<file path="src/sv/ate_pkg.sv">
// Shared types, constants and the CORDIC arctangent table of the accelerometer tilt estimator.
// Depends on nothing; used by accel_tilt_estimator.
package ate_pkg;

  // Default generics
  localparam int CORDIC_STEPS_DEF     = 16;
  localparam int FILTER_FRAC_BITS_DEF = 8;

  // Configuration register map
  localparam int             CFG_IDX_W         = 8;
  localparam logic [CFG_IDX_W-1:0] REG_FILTER_WEIGHT = 8'd0;
  localparam logic [CFG_IDX_W-1:0] REG_COUNTS_PER_G  = 8'd1;
  localparam logic [15:0]    FILTER_WEIGHT_RST = 16'd55706;
  localparam logic [15:0]    COUNTS_PER_G_RST  = 16'd16384;

  // Fixed output scaling
  localparam int ANGLE_FRAC   = 16;
  localparam int ANGLE_LIMIT  = 9000;
  localparam int RATE_LIMIT   = 12728000;
  localparam int MS_PER_S     = 1000;
  localparam int MG_PER_G     = 1000;
  localparam int MG_MAX       = 65535;
  localparam int ATAN_ENTRIES = 24;

  typedef enum logic [4:0] {
    ST_IDLE,
    ST_FILT_A,
    ST_FILT_B,
    ST_FILT_C,
    ST_SQ_M,
    ST_SQ_W,
    ST_PITCH_GO,
    ST_PITCH_WT,
    ST_PITCH_CORD,
    ST_PITCH_END,
    ST_ROLL_GO,
    ST_ROLL_WT,
    ST_ROLL_CORD,
    ST_ROLL_END,
    ST_TILT_A,
    ST_TILT_B,
    ST_TILT_GO,
    ST_TILT_WT,
    ST_RATE_M,
    ST_RATE_GO,
    ST_RATE_WT,
    ST_MAG_GO,
    ST_MAG_WT,
    ST_MG_M,
    ST_MG_GO,
    ST_MG_WT,
    ST_DONE
  } seq_state_t;

  // atan(2^-i) in centidegrees with 16 fraction bits
  function automatic logic signed [31:0] atan_cdeg(input logic [4:0] idx);
    logic signed [31:0] v;
    case (idx)
      5'd0:    v = 32'sd294912000;
      5'd1:    v = 32'sd174096719;
      5'd2:    v = 32'sd91987925;
      5'd3:    v = 32'sd46694507;
      5'd4:    v = 32'sd23437865;
      5'd5:    v = 32'sd11730358;
      5'd6:    v = 32'sd5866610;
      5'd7:    v = 32'sd2933484;
      5'd8:    v = 32'sd1466764;
      5'd9:    v = 32'sd733385;
      5'd10:   v = 32'sd366693;
      5'd11:   v = 32'sd183346;
      5'd12:   v = 32'sd91673;
      5'd13:   v = 32'sd45837;
      5'd14:   v = 32'sd22918;
      5'd15:   v = 32'sd11459;
      5'd16:   v = 32'sd5730;
      5'd17:   v = 32'sd2865;
      5'd18:   v = 32'sd1432;
      5'd19:   v = 32'sd716;
      5'd20:   v = 32'sd358;
      5'd21:   v = 32'sd179;
      5'd22:   v = 32'sd90;
      5'd23:   v = 32'sd45;
      default: v = 32'sd0;
    endcase
    return v;
  endfunction

endpackage

</file>
<file path="src/sv/accel_tilt_estimator.sv">
// Accelerometer tilt estimator top level: sequencer, filter state, CORDIC and shared multiplier.
// Depends on ate_pkg, ate_isqrt and ate_div.
//
// One sample beat is taken while the block is idle; the first sample after reset only loads
// the filter state and gives no result. Every later sample runs the low-pass filter, then
// pitch and roll (root plus vectoring CORDIC), tilt, tilt rate and magnitude, all through one
// multiplier, one bit-serial square root and one bit-serial divider under a sequencer. An item
// runs four root passes and two divide passes; a zero elapsed time skips the rate divide. A
// finished result waits in the output register while the next sample is already taken.
module accel_tilt_estimator #(
  parameter int CORDIC_STEPS     = ate_pkg::CORDIC_STEPS_DEF,
  parameter int FILTER_FRAC_BITS = ate_pkg::FILTER_FRAC_BITS_DEF
) (
  input  logic                 clk,
  input  logic                 rst_n,
  // sample channel
  input  logic                 in_valid,
  output logic                 in_ready,
  input  logic signed [15:0]   in_accel_x,
  input  logic signed [15:0]   in_accel_y,
  input  logic signed [15:0]   in_accel_z,
  input  logic [15:0]          in_elapsed_ms,
  // result channel
  output logic                 out_valid,
  input  logic                 out_ready,
  output logic signed [15:0]   out_filtered_x,
  output logic signed [15:0]   out_filtered_y,
  output logic signed [15:0]   out_filtered_z,
  output logic signed [14:0]   out_pitch_cdeg,
  output logic signed [14:0]   out_roll_cdeg,
  output logic [13:0]          out_tilt_cdeg,
  output logic signed [24:0]   out_tilt_rate,
  output logic [15:0]          out_magnitude_counts,
  output logic [15:0]          out_magnitude_mg,
  // configuration write channel
  input  logic                 cfg_valid,
  output logic                 cfg_ready,
  input  logic [ate_pkg::CFG_IDX_W-1:0] cfg_index,
  input  logic [15:0]          cfg_data
);

  localparam int F      = FILTER_FRAC_BITS;
  localparam int SW     = 16 + F;        // filter state
  localparam int MW     = 18 + F;        // multiplier operand
  localparam int PW     = 2 * MW;        // product
  localparam int NW     = 32 + 2 * F;    // root radicand
  localparam int RW     = NW / 2;        // root
  localparam int CW     = 19 + F;        // CORDIC x and y
  localparam int ZW     = 32;            // CORDIC angle
  localparam int DNW    = 27 + F;        // dividend
  localparam int DDW    = 16 + F;        // divisor
  localparam int CIW    = 5;
  localparam int FHALF  = (1 << F) >> 1;

  ate_pkg::seq_state_t state_r, state_nxt;

  logic [15:0]            w_r;
  logic [15:0]            cpg_r;
  logic                   primed_r;
  logic signed [SW-1:0]   st_r [3];
  logic signed [15:0]     raw_r [3];
  logic [15:0]            el_r;
  logic [1:0]             ax_r;
  logic signed [PW-1:0]   prod_r;
  logic signed [PW-1:0]   acc_r;
  logic [NW-1:0]          sq_r [3];
  logic signed [CW-1:0]   cx_r, cy_r;
  logic signed [ZW-1:0]   cz_r;
  logic [CIW-1:0]         ci_r;
  logic                   czero_r;
  logic signed [14:0]     pitch_r, roll_r;
  logic [13:0]            tilt_r, prev_tilt_r;
  logic signed [24:0]     rate_r;
  logic [RW-1:0]          magq_r;
  logic [15:0]            cnt_r, mg_r;
  logic                   out_valid_r;
  logic signed [15:0]     ofx_r, ofy_r, ofz_r;
  logic signed [14:0]     opitch_r, oroll_r;
  logic [13:0]            otilt_r;
  logic signed [24:0]     orate_r;
  logic [15:0]            ocnt_r, omg_r;

  logic                   in_fire;
  logic signed [MW-1:0]   mul_a, mul_b;
  logic signed [PW:0]     facc;
  logic signed [CW-1:0]   xs, ys;
  logic signed [ZW-1:0]   zr;
  logic signed [14:0]     angle;
  logic signed [14:0]     tdiff;
  logic [14:0]            tabs;
  logic [DNW-1:0]         rq_sat;
  logic signed [SW:0]     fsum [3];
  logic [RW:0]            csum;
  logic [15:0]            cpg_eff;
  logic [DDW-1:0]         mg_den;

  logic                   sqrt_start, sqrt_done;
  logic [NW-1:0]          sqrt_n;
  logic [RW-1:0]          sqrt_root;
  logic [NW-1:0]          sqrt_rem;
  logic                   div_start, div_done;
  logic [DNW-1:0]         div_num;
  logic [DDW-1:0]         div_den;
  logic [DNW-1:0]         div_quo;

  assign in_ready  = (state_r == ate_pkg::ST_IDLE);
  assign in_fire   = in_valid && in_ready;
  assign cfg_ready = 1'b1;

  // Configuration registers
  always_ff @(posedge clk) begin
    if (!rst_n) begin
      w_r   <= ate_pkg::FILTER_WEIGHT_RST;
      cpg_r <= ate_pkg::COUNTS_PER_G_RST;
    end else if (cfg_valid && cfg_ready) begin
      unique case (cfg_index)
        ate_pkg::REG_FILTER_WEIGHT: w_r   <= cfg_data;
        ate_pkg::REG_COUNTS_PER_G:  cpg_r <= cfg_data;
        default: ;
      endcase
    end
  end

  // Shared multiplier operand select
  always_comb begin
    mul_a = '0;
    mul_b = '0;
    case (state_r)
      ate_pkg::ST_FILT_A: begin
        mul_a = MW'({1'b0, w_r});
        mul_b = MW'(st_r[ax_r]);
      end
      ate_pkg::ST_FILT_B: begin
        mul_a = MW'(17'h10000 - {1'b0, w_r});
        mul_b = MW'(raw_r[ax_r]) <<< F;
      end
      ate_pkg::ST_SQ_M: begin
        mul_a = MW'(st_r[ax_r]);
        mul_b = MW'(st_r[ax_r]);
      end
      ate_pkg::ST_TILT_A: begin
        mul_a = MW'(pitch_r);
        mul_b = MW'(pitch_r);
      end
      ate_pkg::ST_TILT_B: begin
        mul_a = MW'(roll_r);
        mul_b = MW'(roll_r);
      end
      ate_pkg::ST_RATE_M: begin
        mul_a = MW'(tabs);
        mul_b = MW'(ate_pkg::MS_PER_S);
      end
      ate_pkg::ST_MG_M: begin
        mul_a = MW'(magq_r);
        mul_b = MW'(ate_pkg::MG_PER_G);
      end
      default: ;
    endcase
  end

  // Register the product
  always_ff @(posedge clk) begin
    prod_r <= mul_a * mul_b;
  end

  // Arithmetic around the shared units
  always_comb begin
    facc  = (PW+1)'(acc_r) + (PW+1)'(prod_r) + (PW+1)'(32'sd32768);
    xs    = cx_r >>> ci_r;
    ys    = cy_r >>> ci_r;
    zr    = (cz_r + ZW'(32'sd32768)) >>> ate_pkg::ANGLE_FRAC;
    if (czero_r) begin
      angle = '0;
    end else if (zr > ZW'(ate_pkg::ANGLE_LIMIT)) begin
      angle = 15'(ate_pkg::ANGLE_LIMIT);
    end else if (zr < -ZW'(ate_pkg::ANGLE_LIMIT)) begin
      angle = -15'(ate_pkg::ANGLE_LIMIT);
    end else begin
      angle = zr[14:0];
    end
    tdiff  = $signed({1'b0, tilt_r}) - $signed({1'b0, prev_tilt_r});
    tabs   = tdiff[14] ? 15'(-tdiff) : 15'(tdiff);
    rq_sat = (div_quo > DNW'(ate_pkg::RATE_LIMIT)) ? DNW'(ate_pkg::RATE_LIMIT) : div_quo;
    for (int i = 0; i < 3; i++) begin
      fsum[i] = (SW+1)'(st_r[i]) + (SW+1)'(FHALF);
    end
    csum    = {1'b0, sqrt_root} + (RW+1)'(FHALF);
    cpg_eff = (cpg_r == 16'd0) ? 16'd1 : cpg_r;
    mg_den  = DDW'(cpg_eff) << F;
  end

  // Root and divider requests
  always_comb begin
    sqrt_start = 1'b0;
    sqrt_n     = '0;
    div_start  = 1'b0;
    div_num    = '0;
    div_den    = '0;
    case (state_r)
      ate_pkg::ST_PITCH_GO: begin
        sqrt_start = 1'b1;
        sqrt_n     = sq_r[1] + sq_r[2];
      end
      ate_pkg::ST_ROLL_GO: begin
        sqrt_start = 1'b1;
        sqrt_n     = sq_r[0] + sq_r[2];
      end
      ate_pkg::ST_TILT_GO: begin
        sqrt_start = 1'b1;
        sqrt_n     = NW'(acc_r[31:0]) + NW'(prod_r[31:0]);
      end
      ate_pkg::ST_MAG_GO: begin
        sqrt_start = 1'b1;
        sqrt_n     = sq_r[0] + sq_r[1] + sq_r[2];
      end
      ate_pkg::ST_RATE_GO: begin
        div_start = 1'b1;
        div_num   = prod_r[DNW-1:0] + DNW'(el_r >> 1);
        div_den   = DDW'(el_r);
      end
      ate_pkg::ST_MG_GO: begin
        div_start = 1'b1;
        div_num   = prod_r[DNW-1:0] + DNW'(mg_den >> 1);
        div_den   = mg_den;
      end
      default: ;
    endcase
  end

  ate_isqrt #(.NW(NW)) u_isqrt (
    .clk   (clk),
    .rst_n (rst_n),
    .start (sqrt_start),
    .n     (sqrt_n),
    .done  (sqrt_done),
    .root  (sqrt_root),
    .rem   (sqrt_rem)
  );

  ate_div #(.NUMW(DNW), .DENW(DDW)) u_div (
    .clk   (clk),
    .rst_n (rst_n),
    .start (div_start),
    .num   (div_num),
    .den   (div_den),
    .done  (div_done),
    .quo   (div_quo)
  );

  // Sequencer state register
  always_ff @(posedge clk) begin
    if (!rst_n) begin
      state_r <= ate_pkg::ST_IDLE;
    end else begin
      state_r <= state_nxt;
    end
  end

  // Sequencer next state
  always_comb begin
    state_nxt = state_r;
    unique case (state_r)
      ate_pkg::ST_IDLE:       if (in_fire && primed_r) state_nxt = ate_pkg::ST_FILT_A;
      ate_pkg::ST_FILT_A:     state_nxt = ate_pkg::ST_FILT_B;
      ate_pkg::ST_FILT_B:     state_nxt = ate_pkg::ST_FILT_C;
      ate_pkg::ST_FILT_C:     state_nxt = (ax_r == 2'd2) ? ate_pkg::ST_SQ_M : ate_pkg::ST_FILT_A;
      ate_pkg::ST_SQ_M:       state_nxt = ate_pkg::ST_SQ_W;
      ate_pkg::ST_SQ_W:       state_nxt = (ax_r == 2'd2) ? ate_pkg::ST_PITCH_GO : ate_pkg::ST_SQ_M;
      ate_pkg::ST_PITCH_GO:   state_nxt = ate_pkg::ST_PITCH_WT;
      ate_pkg::ST_PITCH_WT:   if (sqrt_done) state_nxt = ate_pkg::ST_PITCH_CORD;
      ate_pkg::ST_PITCH_CORD: begin
        if (ci_r == CIW'(CORDIC_STEPS - 1)) state_nxt = ate_pkg::ST_PITCH_END;
      end
      ate_pkg::ST_PITCH_END:  state_nxt = ate_pkg::ST_ROLL_GO;
      ate_pkg::ST_ROLL_GO:    state_nxt = ate_pkg::ST_ROLL_WT;
      ate_pkg::ST_ROLL_WT:    if (sqrt_done) state_nxt = ate_pkg::ST_ROLL_CORD;
      ate_pkg::ST_ROLL_CORD: begin
        if (ci_r == CIW'(CORDIC_STEPS - 1)) state_nxt = ate_pkg::ST_ROLL_END;
      end
      ate_pkg::ST_ROLL_END:   state_nxt = ate_pkg::ST_TILT_A;
      ate_pkg::ST_TILT_A:     state_nxt = ate_pkg::ST_TILT_B;
      ate_pkg::ST_TILT_B:     state_nxt = ate_pkg::ST_TILT_GO;
      ate_pkg::ST_TILT_GO:    state_nxt = ate_pkg::ST_TILT_WT;
      ate_pkg::ST_TILT_WT:    if (sqrt_done) state_nxt = ate_pkg::ST_RATE_M;
      ate_pkg::ST_RATE_M: begin
        state_nxt = (el_r == 16'd0) ? ate_pkg::ST_MAG_GO : ate_pkg::ST_RATE_GO;
      end
      ate_pkg::ST_RATE_GO:    state_nxt = ate_pkg::ST_RATE_WT;
      ate_pkg::ST_RATE_WT:    if (div_done) state_nxt = ate_pkg::ST_MAG_GO;
      ate_pkg::ST_MAG_GO:     state_nxt = ate_pkg::ST_MAG_WT;
      ate_pkg::ST_MAG_WT:     if (sqrt_done) state_nxt = ate_pkg::ST_MG_M;
      ate_pkg::ST_MG_M:       state_nxt = ate_pkg::ST_MG_GO;
      ate_pkg::ST_MG_GO:      state_nxt = ate_pkg::ST_MG_WT;
      ate_pkg::ST_MG_WT:      if (div_done) state_nxt = ate_pkg::ST_DONE;
      ate_pkg::ST_DONE:       if (!out_valid_r || out_ready) state_nxt = ate_pkg::ST_IDLE;
      default:                state_nxt = ate_pkg::ST_IDLE;
    endcase
  end

  // Control state kept across samples
  always_ff @(posedge clk) begin
    if (!rst_n) begin
      primed_r    <= 1'b0;
      prev_tilt_r <= '0;
      for (int i = 0; i < 3; i++) st_r[i] <= '0;
    end else begin
      if (in_fire && !primed_r) begin
        primed_r <= 1'b1;
        st_r[0]  <= SW'(in_accel_x) <<< F;
        st_r[1]  <= SW'(in_accel_y) <<< F;
        st_r[2]  <= SW'(in_accel_z) <<< F;
      end
      if (state_r == ate_pkg::ST_FILT_C) begin
        st_r[ax_r] <= facc[SW+15:16];
      end
      if ((state_r == ate_pkg::ST_RATE_M && el_r == 16'd0) ||
          (state_r == ate_pkg::ST_RATE_WT && div_done)) begin
        prev_tilt_r <= tilt_r;
      end
    end
  end

  // Working datapath
  always_ff @(posedge clk) begin
    case (state_r)
      ate_pkg::ST_IDLE: begin
        raw_r[0] <= in_accel_x;
        raw_r[1] <= in_accel_y;
        raw_r[2] <= in_accel_z;
        el_r     <= in_elapsed_ms;
        ax_r     <= 2'd0;
      end
      ate_pkg::ST_FILT_B: acc_r <= prod_r;
      ate_pkg::ST_FILT_C: ax_r  <= (ax_r == 2'd2) ? 2'd0 : ax_r + 2'd1;
      ate_pkg::ST_SQ_W: begin
        sq_r[ax_r] <= prod_r[NW-1:0];
        ax_r       <= ax_r + 2'd1;
      end
      ate_pkg::ST_PITCH_WT, ate_pkg::ST_ROLL_WT: begin
        cx_r    <= CW'(sqrt_root);
        cz_r    <= '0;
        ci_r    <= '0;
        if (state_r == ate_pkg::ST_PITCH_WT) begin
          cy_r    <= -CW'(st_r[0]);
          czero_r <= (st_r[0] == '0) && (sqrt_root == '0);
        end else begin
          cy_r    <= CW'(st_r[1]);
          czero_r <= (st_r[1] == '0) && (sqrt_root == '0);
        end
      end
      ate_pkg::ST_PITCH_CORD, ate_pkg::ST_ROLL_CORD: begin
        // rotate toward the x axis
        if (!cy_r[CW-1]) begin
          cx_r <= cx_r + ys;
          cy_r <= cy_r - xs;
          cz_r <= cz_r + ate_pkg::atan_cdeg(ci_r);
        end else begin
          cx_r <= cx_r - ys;
          cy_r <= cy_r + xs;
          cz_r <= cz_r - ate_pkg::atan_cdeg(ci_r);
        end
        ci_r <= ci_r + CIW'(1);
      end
      ate_pkg::ST_PITCH_END: pitch_r <= angle;
      ate_pkg::ST_ROLL_END:  roll_r  <= angle;
      ate_pkg::ST_TILT_B:    acc_r   <= prod_r;
      ate_pkg::ST_TILT_WT: begin
        tilt_r <= (RW'(sqrt_rem) > sqrt_root) ? 14'(sqrt_root + RW'(1)) : 14'(sqrt_root);
      end
      ate_pkg::ST_RATE_M: if (el_r == 16'd0) rate_r <= '0;
      ate_pkg::ST_RATE_WT: begin
        rate_r <= tdiff[14] ? -25'(rq_sat) : 25'(rq_sat);
      end
      ate_pkg::ST_MAG_WT: begin
        magq_r <= sqrt_root;
        cnt_r  <= ((csum >> F) > (RW+1)'(16'hFFFF)) ? 16'hFFFF : 16'(csum >> F);
      end
      ate_pkg::ST_MG_WT: begin
        mg_r <= (div_quo > DNW'(ate_pkg::MG_MAX)) ? 16'(ate_pkg::MG_MAX) : div_quo[15:0];
      end
      default: ;
    endcase
  end

  // Output register: load a finished result, drop it once the beat is taken
  always_ff @(posedge clk) begin
    if (!rst_n) begin
      out_valid_r <= 1'b0;
    end else if (state_r == ate_pkg::ST_DONE && (!out_valid_r || out_ready)) begin
      out_valid_r <= 1'b1;
    end else if (out_ready) begin
      out_valid_r <= 1'b0;
    end
  end

  always_ff @(posedge clk) begin
    if (state_r == ate_pkg::ST_DONE && (!out_valid_r || out_ready)) begin
      ofx_r    <= 16'(fsum[0] >>> F);
      ofy_r    <= 16'(fsum[1] >>> F);
      ofz_r    <= 16'(fsum[2] >>> F);
      opitch_r <= pitch_r;
      oroll_r  <= roll_r;
      otilt_r  <= tilt_r;
      orate_r  <= rate_r;
      ocnt_r   <= cnt_r;
      omg_r    <= mg_r;
    end
  end

  assign out_valid            = out_valid_r;
  assign out_filtered_x       = ofx_r;
  assign out_filtered_y       = ofy_r;
  assign out_filtered_z       = ofz_r;
  assign out_pitch_cdeg       = opitch_r;
  assign out_roll_cdeg        = oroll_r;
  assign out_tilt_cdeg        = otilt_r;
  assign out_tilt_rate        = orate_r;
  assign out_magnitude_counts = ocnt_r;
  assign out_magnitude_mg     = omg_r;

  // Checks
  a_pitch_range: assert property (@(posedge clk) disable iff (!rst_n)
    out_valid |-> (out_pitch_cdeg <= 15'sd9000 && out_pitch_cdeg >= -15'sd9000))
    else $error("pitch out of range");

  a_tilt_range: assert property (@(posedge clk) disable iff (!rst_n)
    out_valid |-> (out_tilt_cdeg <= 14'd12728))
    else $error("tilt out of range");

  a_root_wait: assert property (@(posedge clk) disable iff (!rst_n)
    sqrt_done |-> (state_r == ate_pkg::ST_PITCH_WT || state_r == ate_pkg::ST_ROLL_WT ||
                   state_r == ate_pkg::ST_TILT_WT || state_r == ate_pkg::ST_MAG_WT))
    else $error("root finished outside a wait state");

  a_prime_quiet: assert property (@(posedge clk) disable iff (!rst_n)
    (in_fire && !primed_r) |=> (state_r == ate_pkg::ST_IDLE && primed_r))
    else $error("priming sample started work");

endmodule

</file>
<file path="src/sv/ate_isqrt.sv">
// Iterative integer square root, one result bit per cycle, with remainder.
// Standalone; instantiated by accel_tilt_estimator.
module ate_isqrt #(
  parameter int NW = 48
) (
  input  logic          clk,
  input  logic          rst_n,
  input  logic          start,
  input  logic [NW-1:0] n,
  output logic          done,
  output logic [NW/2-1:0] root,
  output logic [NW-1:0] rem
);

  localparam int RW   = NW / 2;
  localparam int CNTW = $clog2(RW + 1);

  logic [NW-1:0]   rem_r;
  logic [NW-1:0]   res_r;
  logic [NW-1:0]   bit_r;
  logic [CNTW-1:0] cnt_r;
  logic            busy_r;
  logic            done_r;
  logic [NW:0]     trial;
  logic            fits;

  // Try to subtract the current candidate
  always_comb begin
    trial = {1'b0, res_r} + {1'b0, bit_r};
    fits  = {1'b0, rem_r} >= trial;
  end

  // Control: run RW steps after start
  always_ff @(posedge clk) begin
    if (!rst_n) begin
      busy_r <= 1'b0;
      done_r <= 1'b0;
      cnt_r  <= '0;
    end else begin
      done_r <= 1'b0;
      if (start) begin
        busy_r <= 1'b1;
        cnt_r  <= '0;
      end else if (busy_r) begin
        cnt_r <= cnt_r + CNTW'(1);
        if (cnt_r == CNTW'(RW - 1)) begin
          busy_r <= 1'b0;
          done_r <= 1'b1;
        end
      end
    end
  end

  // Datapath: one digit pair per step
  always_ff @(posedge clk) begin
    if (start) begin
      rem_r <= n;
      res_r <= '0;
      bit_r <= NW'(1) << (NW - 2);
    end else if (busy_r) begin
      if (fits) begin
        rem_r <= rem_r - trial[NW-1:0];
        res_r <= (res_r >> 1) + bit_r;
      end else begin
        res_r <= res_r >> 1;
      end
      bit_r <= bit_r >> 2;
    end
  end

  assign done = done_r;
  assign root = res_r[RW-1:0];
  assign rem  = rem_r;

endmodule

</file>
<file path="src/sv/ate_div.sv">
// Restoring unsigned divider, one quotient bit per cycle.
// Standalone; instantiated by accel_tilt_estimator.
module ate_div #(
  parameter int NUMW = 35,
  parameter int DENW = 24
) (
  input  logic            clk,
  input  logic            rst_n,
  input  logic            start,
  input  logic [NUMW-1:0] num,
  input  logic [DENW-1:0] den,
  output logic            done,
  output logic [NUMW-1:0] quo
);

  localparam int CNTW = $clog2(NUMW + 1);

  logic [NUMW-1:0] nq_r;
  logic [DENW-1:0] rem_r;
  logic [DENW-1:0] den_r;
  logic [CNTW-1:0] cnt_r;
  logic            busy_r;
  logic            done_r;
  logic [DENW:0]   shifted;
  logic            ge;
  logic [DENW:0]   diff;

  // Shift in the next numerator bit and compare
  always_comb begin
    shifted = {rem_r, nq_r[NUMW-1]};
    ge      = shifted >= {1'b0, den_r};
    diff    = shifted - {1'b0, den_r};
  end

  // Control: run NUMW steps after start
  always_ff @(posedge clk) begin
    if (!rst_n) begin
      busy_r <= 1'b0;
      done_r <= 1'b0;
      cnt_r  <= '0;
    end else begin
      done_r <= 1'b0;
      if (start) begin
        busy_r <= 1'b1;
        cnt_r  <= '0;
      end else if (busy_r) begin
        cnt_r <= cnt_r + CNTW'(1);
        if (cnt_r == CNTW'(NUMW - 1)) begin
          busy_r <= 1'b0;
          done_r <= 1'b1;
        end
      end
    end
  end

  // Datapath: quotient bits enter as numerator bits leave
  always_ff @(posedge clk) begin
    if (start) begin
      nq_r  <= num;
      rem_r <= '0;
      den_r <= den;
    end else if (busy_r) begin
      rem_r <= ge ? diff[DENW-1:0] : shifted[DENW-1:0];
      nq_r  <= {nq_r[NUMW-2:0], ge};
    end
  end

  assign done = done_r;
  assign quo  = nq_r;

endmodule
</file>
<file path="config.mk">
export PLATFORM = sky130hd
export DESIGN_NAME = accel_tilt_estimator
export DESIGN_NICKNAME = d
export VERILOG_FILES = /design/src/sv/ate_pkg.sv /design/src/sv/accel_tilt_estimator.sv /design/src/sv/ate_isqrt.sv /design/src/sv/ate_div.sv
export SDC_FILE = /design/constraint.sdc
export NUM_CORES = 2
export LEC_CHECK = 0
export ABC_AREA = 1
export BUFFER_PORTS_ARGS = -buffer_cell sky130_fd_sc_hd__buf_2
export CORE_ASPECT_RATIO = 0.75
export CORE_UTILIZATION = 50
export DETAILED_ROUTE_END_ITERATION = 8
export PLACE_DENSITY = 0.67
export SYNTH_ARGS = -nofsm -noshare
export SYNTH_HDL_FRONTEND = slang
export SYNTH_HIERARCHICAL = 1
export SYNTH_SLANG_ARGS = --single-unit
</file>
<file path="constraint.sdc">
create_clock -name clk -period 7.33 [get_ports clk]
set_input_delay 0.3665 -clock clk [delete_from_list [all_inputs] [get_ports clk]]
set_output_delay 0.3665 -clock clk [all_outputs]
set_load 0.05 [all_outputs]
</file>
* Yosys cells after proc, flatten, opt, wreduce, memory -nomap -nowiden
Memory sizes are Yosys's and may differ from the RTL's. A register that Yosys moved wholly into a read port is not among the register bits.
Index checks and enable logic that the tools add are counted.
** Word-level totals
- RAM bits :: 264
- Bits in latches :: 0
- Input port bits :: 93
- ROM bits :: 1856
- Output and inout bits :: 152
- Memories kept :: 5
- Flip-flop bits (word level) :: 743
** Cells by class
- $lt $le $gt $ge :: 8
- Shifts and indexed selects :: 2
- Reduce and logical (&&, ||, !) cells :: 43
- Equal/unequal tests :: 42
- Multiplexer cells :: 84
- Multipliers :: 1
- Bitwise gates (word level) :: 6
- Add/sub/neg operators :: 34
- Divide/modulo/power cells :: 0
** Memories
- (name not given) :: words 32, bits a word 29, rd ports 1, clocked after Yosys merged registers in 1, wr ports 0, RTL line ate_pkg.sv:58 : case (idx)
- (name not given) :: words 32, bits a word 29, rd ports 1, clocked after Yosys merged registers in 1, wr ports 0, RTL line ate_pkg.sv:58
- sq_r :: words 3, bits a word 48, rd ports 3, clocked after Yosys merged registers in 0, wr ports 1, RTL line accel_tilt_estimator.sv:66 : logic [NW-1:0] sq_r [3];
- st_r :: words 3, bits a word 24, rd ports 4, clocked after Yosys merged registers in 1, wr ports 3, RTL line accel_tilt_estimator.sv:60 : logic signed [SW-1:0] st_r [3];
- raw_r :: words 3, bits a word 16, rd ports 1, clocked after Yosys merged registers in 1, wr ports 3, RTL line accel_tilt_estimator.sv:61 : logic signed [15:0] raw_r [3];
** Operators with widths (count)
- adder 48 bit :: 4
- 2-to-1 mux 48 bit :: 4
- case mux 48 bit (4 select lines) :: 1
- case mux 26 bit (7 select lines) :: 1
- 2-to-1 mux 32 bit :: 5
- case mux 5 bit (27 select lines) :: 1
- case mux 26 bit (5 select lines) :: 1
- 2-to-1 mux 24 bit :: 5
- case mux 27 bit (2 select lines) :: 2
- 2-to-1 mux 27 bit :: 3
- 2-to-1 mux 25 bit :: 3
- adder 24 x 9 -> 24 bit (second input constant) :: 3
- logical NOT 24 bit :: 3
- 2-to-1 mux 35 bit :: 2
- case mux 35 bit (2 select lines) :: 1
- case mux 32 bit (2 select lines) :: 1
- equality test 5 bit (second input constant) :: 12
- 2-to-1 mux 15 bit :: 4
- 2-to-1 mux 5 bit :: 12
- adder 27 bit :: 2
- >>> shifter 27 x 5 -> 27 bit :: 2
- subtractor 27 bit :: 2
- case mux 25 bit (2 select lines) :: 1
- adder 48 x 47 -> 49 bit :: 1
- other kinds (63) :: 144

* Longest topological paths before layout
- Depth after elaboration :: 8
- Gate-level depth with buffers :: 49
- Depth with buffers taken out :: 48

* Hierarchy
Netlist, hierarchy kept.
** Modules (own cells, without submodules)
- accel_tilt_estimator :: seq. area each 24023.0 um^2, area each 82201.3 um^2, cells each 10122, times used 1
- ate_isqrt :: seq. area each 3022.9 um^2, area each 13590.5 um^2, cells each 2205, times used 1
- ate_div :: seq. area each 2412.3 um^2, area each 5611.6 um^2, cells each 771, times used 1

* Worst setup path before layout
Ideal clock, no wire load.
- Kind :: register to register
- From :: register tilt_r[0]
- To :: register prod_r[39]
- Data arrival time :: 7.959 ns
- Required time :: 7.211 ns
- Setup time :: 0.119 ns
- Path buffers :: 2
- Stages on the path, launching flop included :: 44
- Path slack :: -0.748 ns
- Clock period less this slack :: 8.078 ns
- Cell sequence :: edfxtp_1 -> inv_1 -> ha_1 -> inv_1 -> fa_1 -> nand3_1 -> nand3_1 -> nand3_1 -> nand3_1 -> a21oi_1 -> nor2_1 -> nor2_4 -> buf_4 -> nand2_1 -> a21oi_1 -> o21ai_1 -> nand2_1 -> buf_2 -> (+8 left out) -> fa_1 -> fa_1 -> inv_1 -> fa_1 -> inv_1 -> ha_1 -> nand2_1 -> nor2_1 -> nand2_1 -> nor4_1 -> nand2_1 -> nand3_1 -> nand2_1 -> nand2_1 -> a21oi_1 -> nor2_1 -> nor2_1 -> xnor2_1
** Between the ends
- Word-level cells in the longest chain between the ends :: 5
** Ends and longest elaborated chain
- from (decl) :: RTL line accel_tilt_estimator.sv:72 : logic [13:0] tilt_r, prev_tilt_r;
- from (signal assigned) :: RTL line accel_tilt_estimator.sv:368 : tilt_r <= (RW'(sqrt_rem) > sqrt_root) ? 14'(sqrt_root + RW'(1)) : 14'(sqrt_root);
- subtractor 14 x 14 -> 15 bit * :: RTL line accel_tilt_estimator.sv:181 : tdiff = $signed({1'b0, tilt_r}) - $signed({1'b0, prev_tilt_r});
- negation 15 bit :: RTL line accel_tilt_estimator.sv:182 : tabs = tdiff[14] ? 15'(-tdiff) : 15'(tdiff);
- 2-to-1 mux 15 bit * :: RTL line accel_tilt_estimator.sv:182
- case mux 26 bit (7 select lines) * :: RTL line accel_tilt_estimator.sv:128 : case (state_r)
- multiplier 26 x 26 -> 48 bit * :: RTL line accel_tilt_estimator.sv:163 : prod_r <= mul_a * mul_b;
- to (signal assigned) :: RTL line accel_tilt_estimator.sv:163
- to (decl) :: RTL line accel_tilt_estimator.sv:64 : logic signed [PW-1:0] prod_r;
Every way passes the cells marked *; elsewhere a longest branch is shown, timed or not.
A chain may end at the register's enable or synchronous reset.

* Worst setup path after layout
- From :: register tilt_r[0]
- To :: register prod_r[31]
The elaborated chain is that of the path after synthesis.

==> results.toml <==
[outcome]
status = "finished with violations"
violations_in_the_final_reports = "setup timing"

[critical_path]
worst_path_dominant_cell_family = "adder cells"
start_kind = "flip-flop"
critPathBufInv = 14
setup.worst_path.class = "flip-flop to flip-flop"
reg2reg_slack_ns = -1.03
critical-path-top-cell-by-count = "sky130_fd_sc_hd__fa_1"
critPathCaptureType = "flip-flop"
reg2regPathDepth = 44
timing.rr.end = "prod_r[31]$_DFF_P_"
worst_ep_required_time_ns = 8.06
cpPeakStageDelay_ns = 0.55
critPathSlowestCell = "sky130_fd_sc_hd__fa_2"
crit_arrival_ns = 9.08
regToRegStartpoint = "tilt_r[0]$_DFFE_PN_"
max_fo_critical_path = 6

[placed_design]
globalplace.congestion = 1.07
dp.final_hpwl_mm = 339
place_inst = 16501
place.port_buffers = 243
detailedPlace.worstSlack_ns = -1.13

[die]
die_area_um2 = 205000
row_count = 142
start_util = 0.506
core_um2 = 201000
die_height_um = 392
boundaryPins = 245
dieWidth_um = 522

[synthesis]
synth_area_um2 = 101000
ys_seq_area_frac = 0.291
synth_area_per_cell_um2 = 7.74
ys_ff_latch = 1062
ys.warnings.count = 6
synth-async-reset-ratio = 0
synth-main-ff-cell = "sky130_fd_sc_hd__edfxtp_1"
syn_nets = 14555
post_synth_num_cell_types = 84
number_of_enable_type_register_cells_in_the_synthesized_netlist = 819
synth_cells = 13098

[timing]
skew_ns = 0.105
worst_slew_margin_relative_to_its_limit = 0.0986
achievable-frequency_ghz = 0.120
worstMarginPinSlew_ns = 1.35
grt_setup_unrepaired = "yes"
min_period_ns = 8.36
timing.final.hold_violations = 0
whs_ns = 0.0665
slew_violations = 0
timing.final.setup_violations = 35
period_share = 1.14
worst_slack_ns = -1.03

[global_routing]
globalRoute.totalOverflow = 0
grt_pass1_vias = 93036
grt_start_max_net_pins = 111
grt_pass1_wl_mm = 603
gr-usage-all-layers = 0.398
grt_antenna_before_repair = 21

[clock_tree]
cts_buffers = 116
tritoncts_num_sinks = 1062
cts.root.buffer_cell = "sky130_fd_sc_hd__clkbuf_16"
ctsHtreeMaxLevel = 3
worst_setup_hold_path_clk_slew_ns = 0.07
clock_tree_from_tritoncts = "yes"
worst_skew_pair.late_latency_ns = 0.84
cts_buffer_depth = 3

[run]
drv.max_cap_violation_count = 0

[hold_path]
hold-path-endpoint = "w_r[13]$_SDFFE_PN0P_"
hold_class = "input pin to flip-flop"
hold_path_stages = 3
worst_hold_startpoint = "cfg_data[13]"

[power]
powerDensity_nw_per_um2 = 203
static-leakage-power_nw = 55.1
vdd_drop_max_mv = 0.223
p_total_w = 0.0244

[detailed_routing]
final_antenna_net_count = 0
drt-met1-wl_mm = 179
dr.first_iter.drc_count = 12255
totalWireLength_mm = 412
met2WireLength_mm = 162
route.met3.wl_mm = 52.3
remaining_drc_errors = 0
routed_wire_length_per_instance_um = 24.4
routed_via_density = 5.82
pre_repair_dr_iteration_count = 7
via_count = 98483
highest-signal-layer = "met5"

[layout]
post_route_cells_drive_above_1_share = 0.150
non_filler_instances = 16923
nNetsFinal = 15599
leading_cell_types_in_the_layout_fill_and_taps_excluded = "2978 x sky130_fd_sc_hd__nand2_1, 1960 x sky130_fd_sc_hd__inv_1, 1098 x sky130_fd_sc_hd__nor2_1, 865 x sky130_fd_sc_hd__buf_4, 819 x sky130_fd_sc_hd__edfxtp_1"
fin_util = 0.599
mostFrequentLayoutCell = "sky130_fd_sc_hd__nand2_1"
synthToLayoutAreaGrowth_pct = 18.5
cell usage after synthesis, types with 36 or more instances:
cell type                     n  area [um^2]
sky130_fd_sc_hd__nor2_1    1163         4370
sky130_fd_sc_hd__a21o_1      47          353
sky130_fd_sc_hd__a31oi_1    108          676
sky130_fd_sc_hd__xor2_1     263         2300
sky130_fd_sc_hd__o21bai_1    54          405
sky130_fd_sc_hd__inv_2       40          150
sky130_fd_sc_hd__fa_1       744        14900
sky130_fd_sc_hd__o211ai_1    54          405
sky130_fd_sc_hd__nand3_1    809         4050
sky130_fd_sc_hd__nand4_1    173         1080
sky130_fd_sc_hd__dfxtp_1    243         4860
sky130_fd_sc_hd__o21ai_0    688         3440
sky130_fd_sc_hd__inv_1     2034         7630
sky130_fd_sc_hd__clkbuf_1   186          698
sky130_fd_sc_hd__o21a_1      46          345
sky130_fd_sc_hd__buf_4       39          293
sky130_fd_sc_hd__nor4_1      58          363
sky130_fd_sc_hd__nor3_1     153          766
sky130_fd_sc_hd__ha_1       620         7760
sky130_fd_sc_hd__or2_2       74          463
sky130_fd_sc_hd__edfxtp_1   819        24600
sky130_fd_sc_hd__buf_1       37          139
sky130_fd_sc_hd__a22o_1      37          324
sky130_fd_sc_hd__nand2_1   3078        11600
sky130_fd_sc_hd__xnor2_1    145         1270
sky130_fd_sc_hd__a21oi_1    867         4340
sky130_fd_sc_hd__o21ai_1     36          180
sky130_fd_sc_hd__buf_2      106          531
through the flow:
stage	instance area [um^2]	setup TNS, ns
global route	120000	-34.85
finish	120000	-25.64
detailed placement	112000	-32.50
floorplan	102000	-3.07
global placement	112000	-29.64
CTS	119000	-22.75
cells by family after synthesis:
logic type                 after synthesis  share of synthesized area
muxes                                    1                  0.0000987
and+or+nand+nor                       5664                      0.235
other                                    1                  0.0000370
buffers and inverters                 2469                     0.0955
xor gates and xnor gates               410                     0.0356
AOI/OAI and AO/OA                     2127                      0.119
adders and majority gates             1364                      0.223
DFF                                   1062                      0.291
final cells by class:
type                            count  area [um^2]
Inverter                         2083         7840
Clock inverter                     71          908
Clock buffer                      150         3300
Fill cell                       18100        80400
Timing Repair Buffer             1309        10400
Tap cell                         2664         3330
Antenna cell                       14         35.0
Multi-Input combinational cell   9570        64900
Sequential cell                  1062        29500
where the power goes:
part / leakage (nW) / total [W] / switching [W] / internal, W
Sequential: 9.51 / 0.00751 / 0.000452 / 0.00706
Clock: 2.01 / 0.00649 / 0.00287 / 0.00362
Combinational: 43.6 / 0.0104 / 0.00667 / 0.00375
worst min-delay path, delay by kind of cell:
kind / cells / cell delay, ns
buffers and inverters: 1 / 0.19
AOI/OAI and AO/OA: 2 / 0.28
state kept, by name, indices dropped and copies added, names as in the netlist, 24 cells and up, named ones only:
signal	flops
acc_r	40
cx_r	27
cy_r	27
cz_r	32
magq_r	24
out_tilt_rate	25
prod_r	48
rate_r	25
raw_r	48
sq_r	144
st_r	96
u_div/den_r	24
u_div/quo	35
u_div/rem_r	24
u_isqrt/bit_r	24
u_isqrt/rem	48
u_isqrt/res_r	48
routing by layer:
metal | track usage | vias to the layer above
li1 | - | 44833
met4 | 0.158 | 12
met5 | 0.00427 | -
met3 | 0.119 | 661
met1 | 0.582 | 47568
met2 | 0.543 | 5409
what timing repair did:
action / 4_1_cts / 5_1_grt
pin swaps: 207 / 159
gates cloned: 4 / 0
hold buffers: 76 / 0
gates resized for setup: 319 / 236
hold endpoints to repair: 124 / 0
setup buffers: 73 / 41
endpoints found under the setup margin: 38 / 38
how the worst max path moves through the flow:
stage / slack [ns] / depth (start not counted) / end / from
floorplan: -0.33 / 41 / prod_r[39]$_DFF_P_ / tilt_r[0]$_DFFE_PN_
global placement: -1.06 / 37 / prod_r[39]$_DFF_P_ / state_r[2]$_SDFFE_PN0P_
detailed placement: -1.13 / 39 / prod_r[39]$_DFF_P_ / tilt_r[0]$_DFFE_PN_
CTS: -0.93 / 45 / prod_r[39]$_DFF_P_ / tilt_r[0]$_DFFE_PN_
global route: -1.31 / 42 / prod_r[39]$_DFF_P_ / tilt_r[0]$_DFFE_PN_
finish: -1.03 / 44 / prod_r[31]$_DFF_P_ / tilt_r[0]$_DFFE_PN_
No activity file was read; power rests on OpenSTA's default activity.
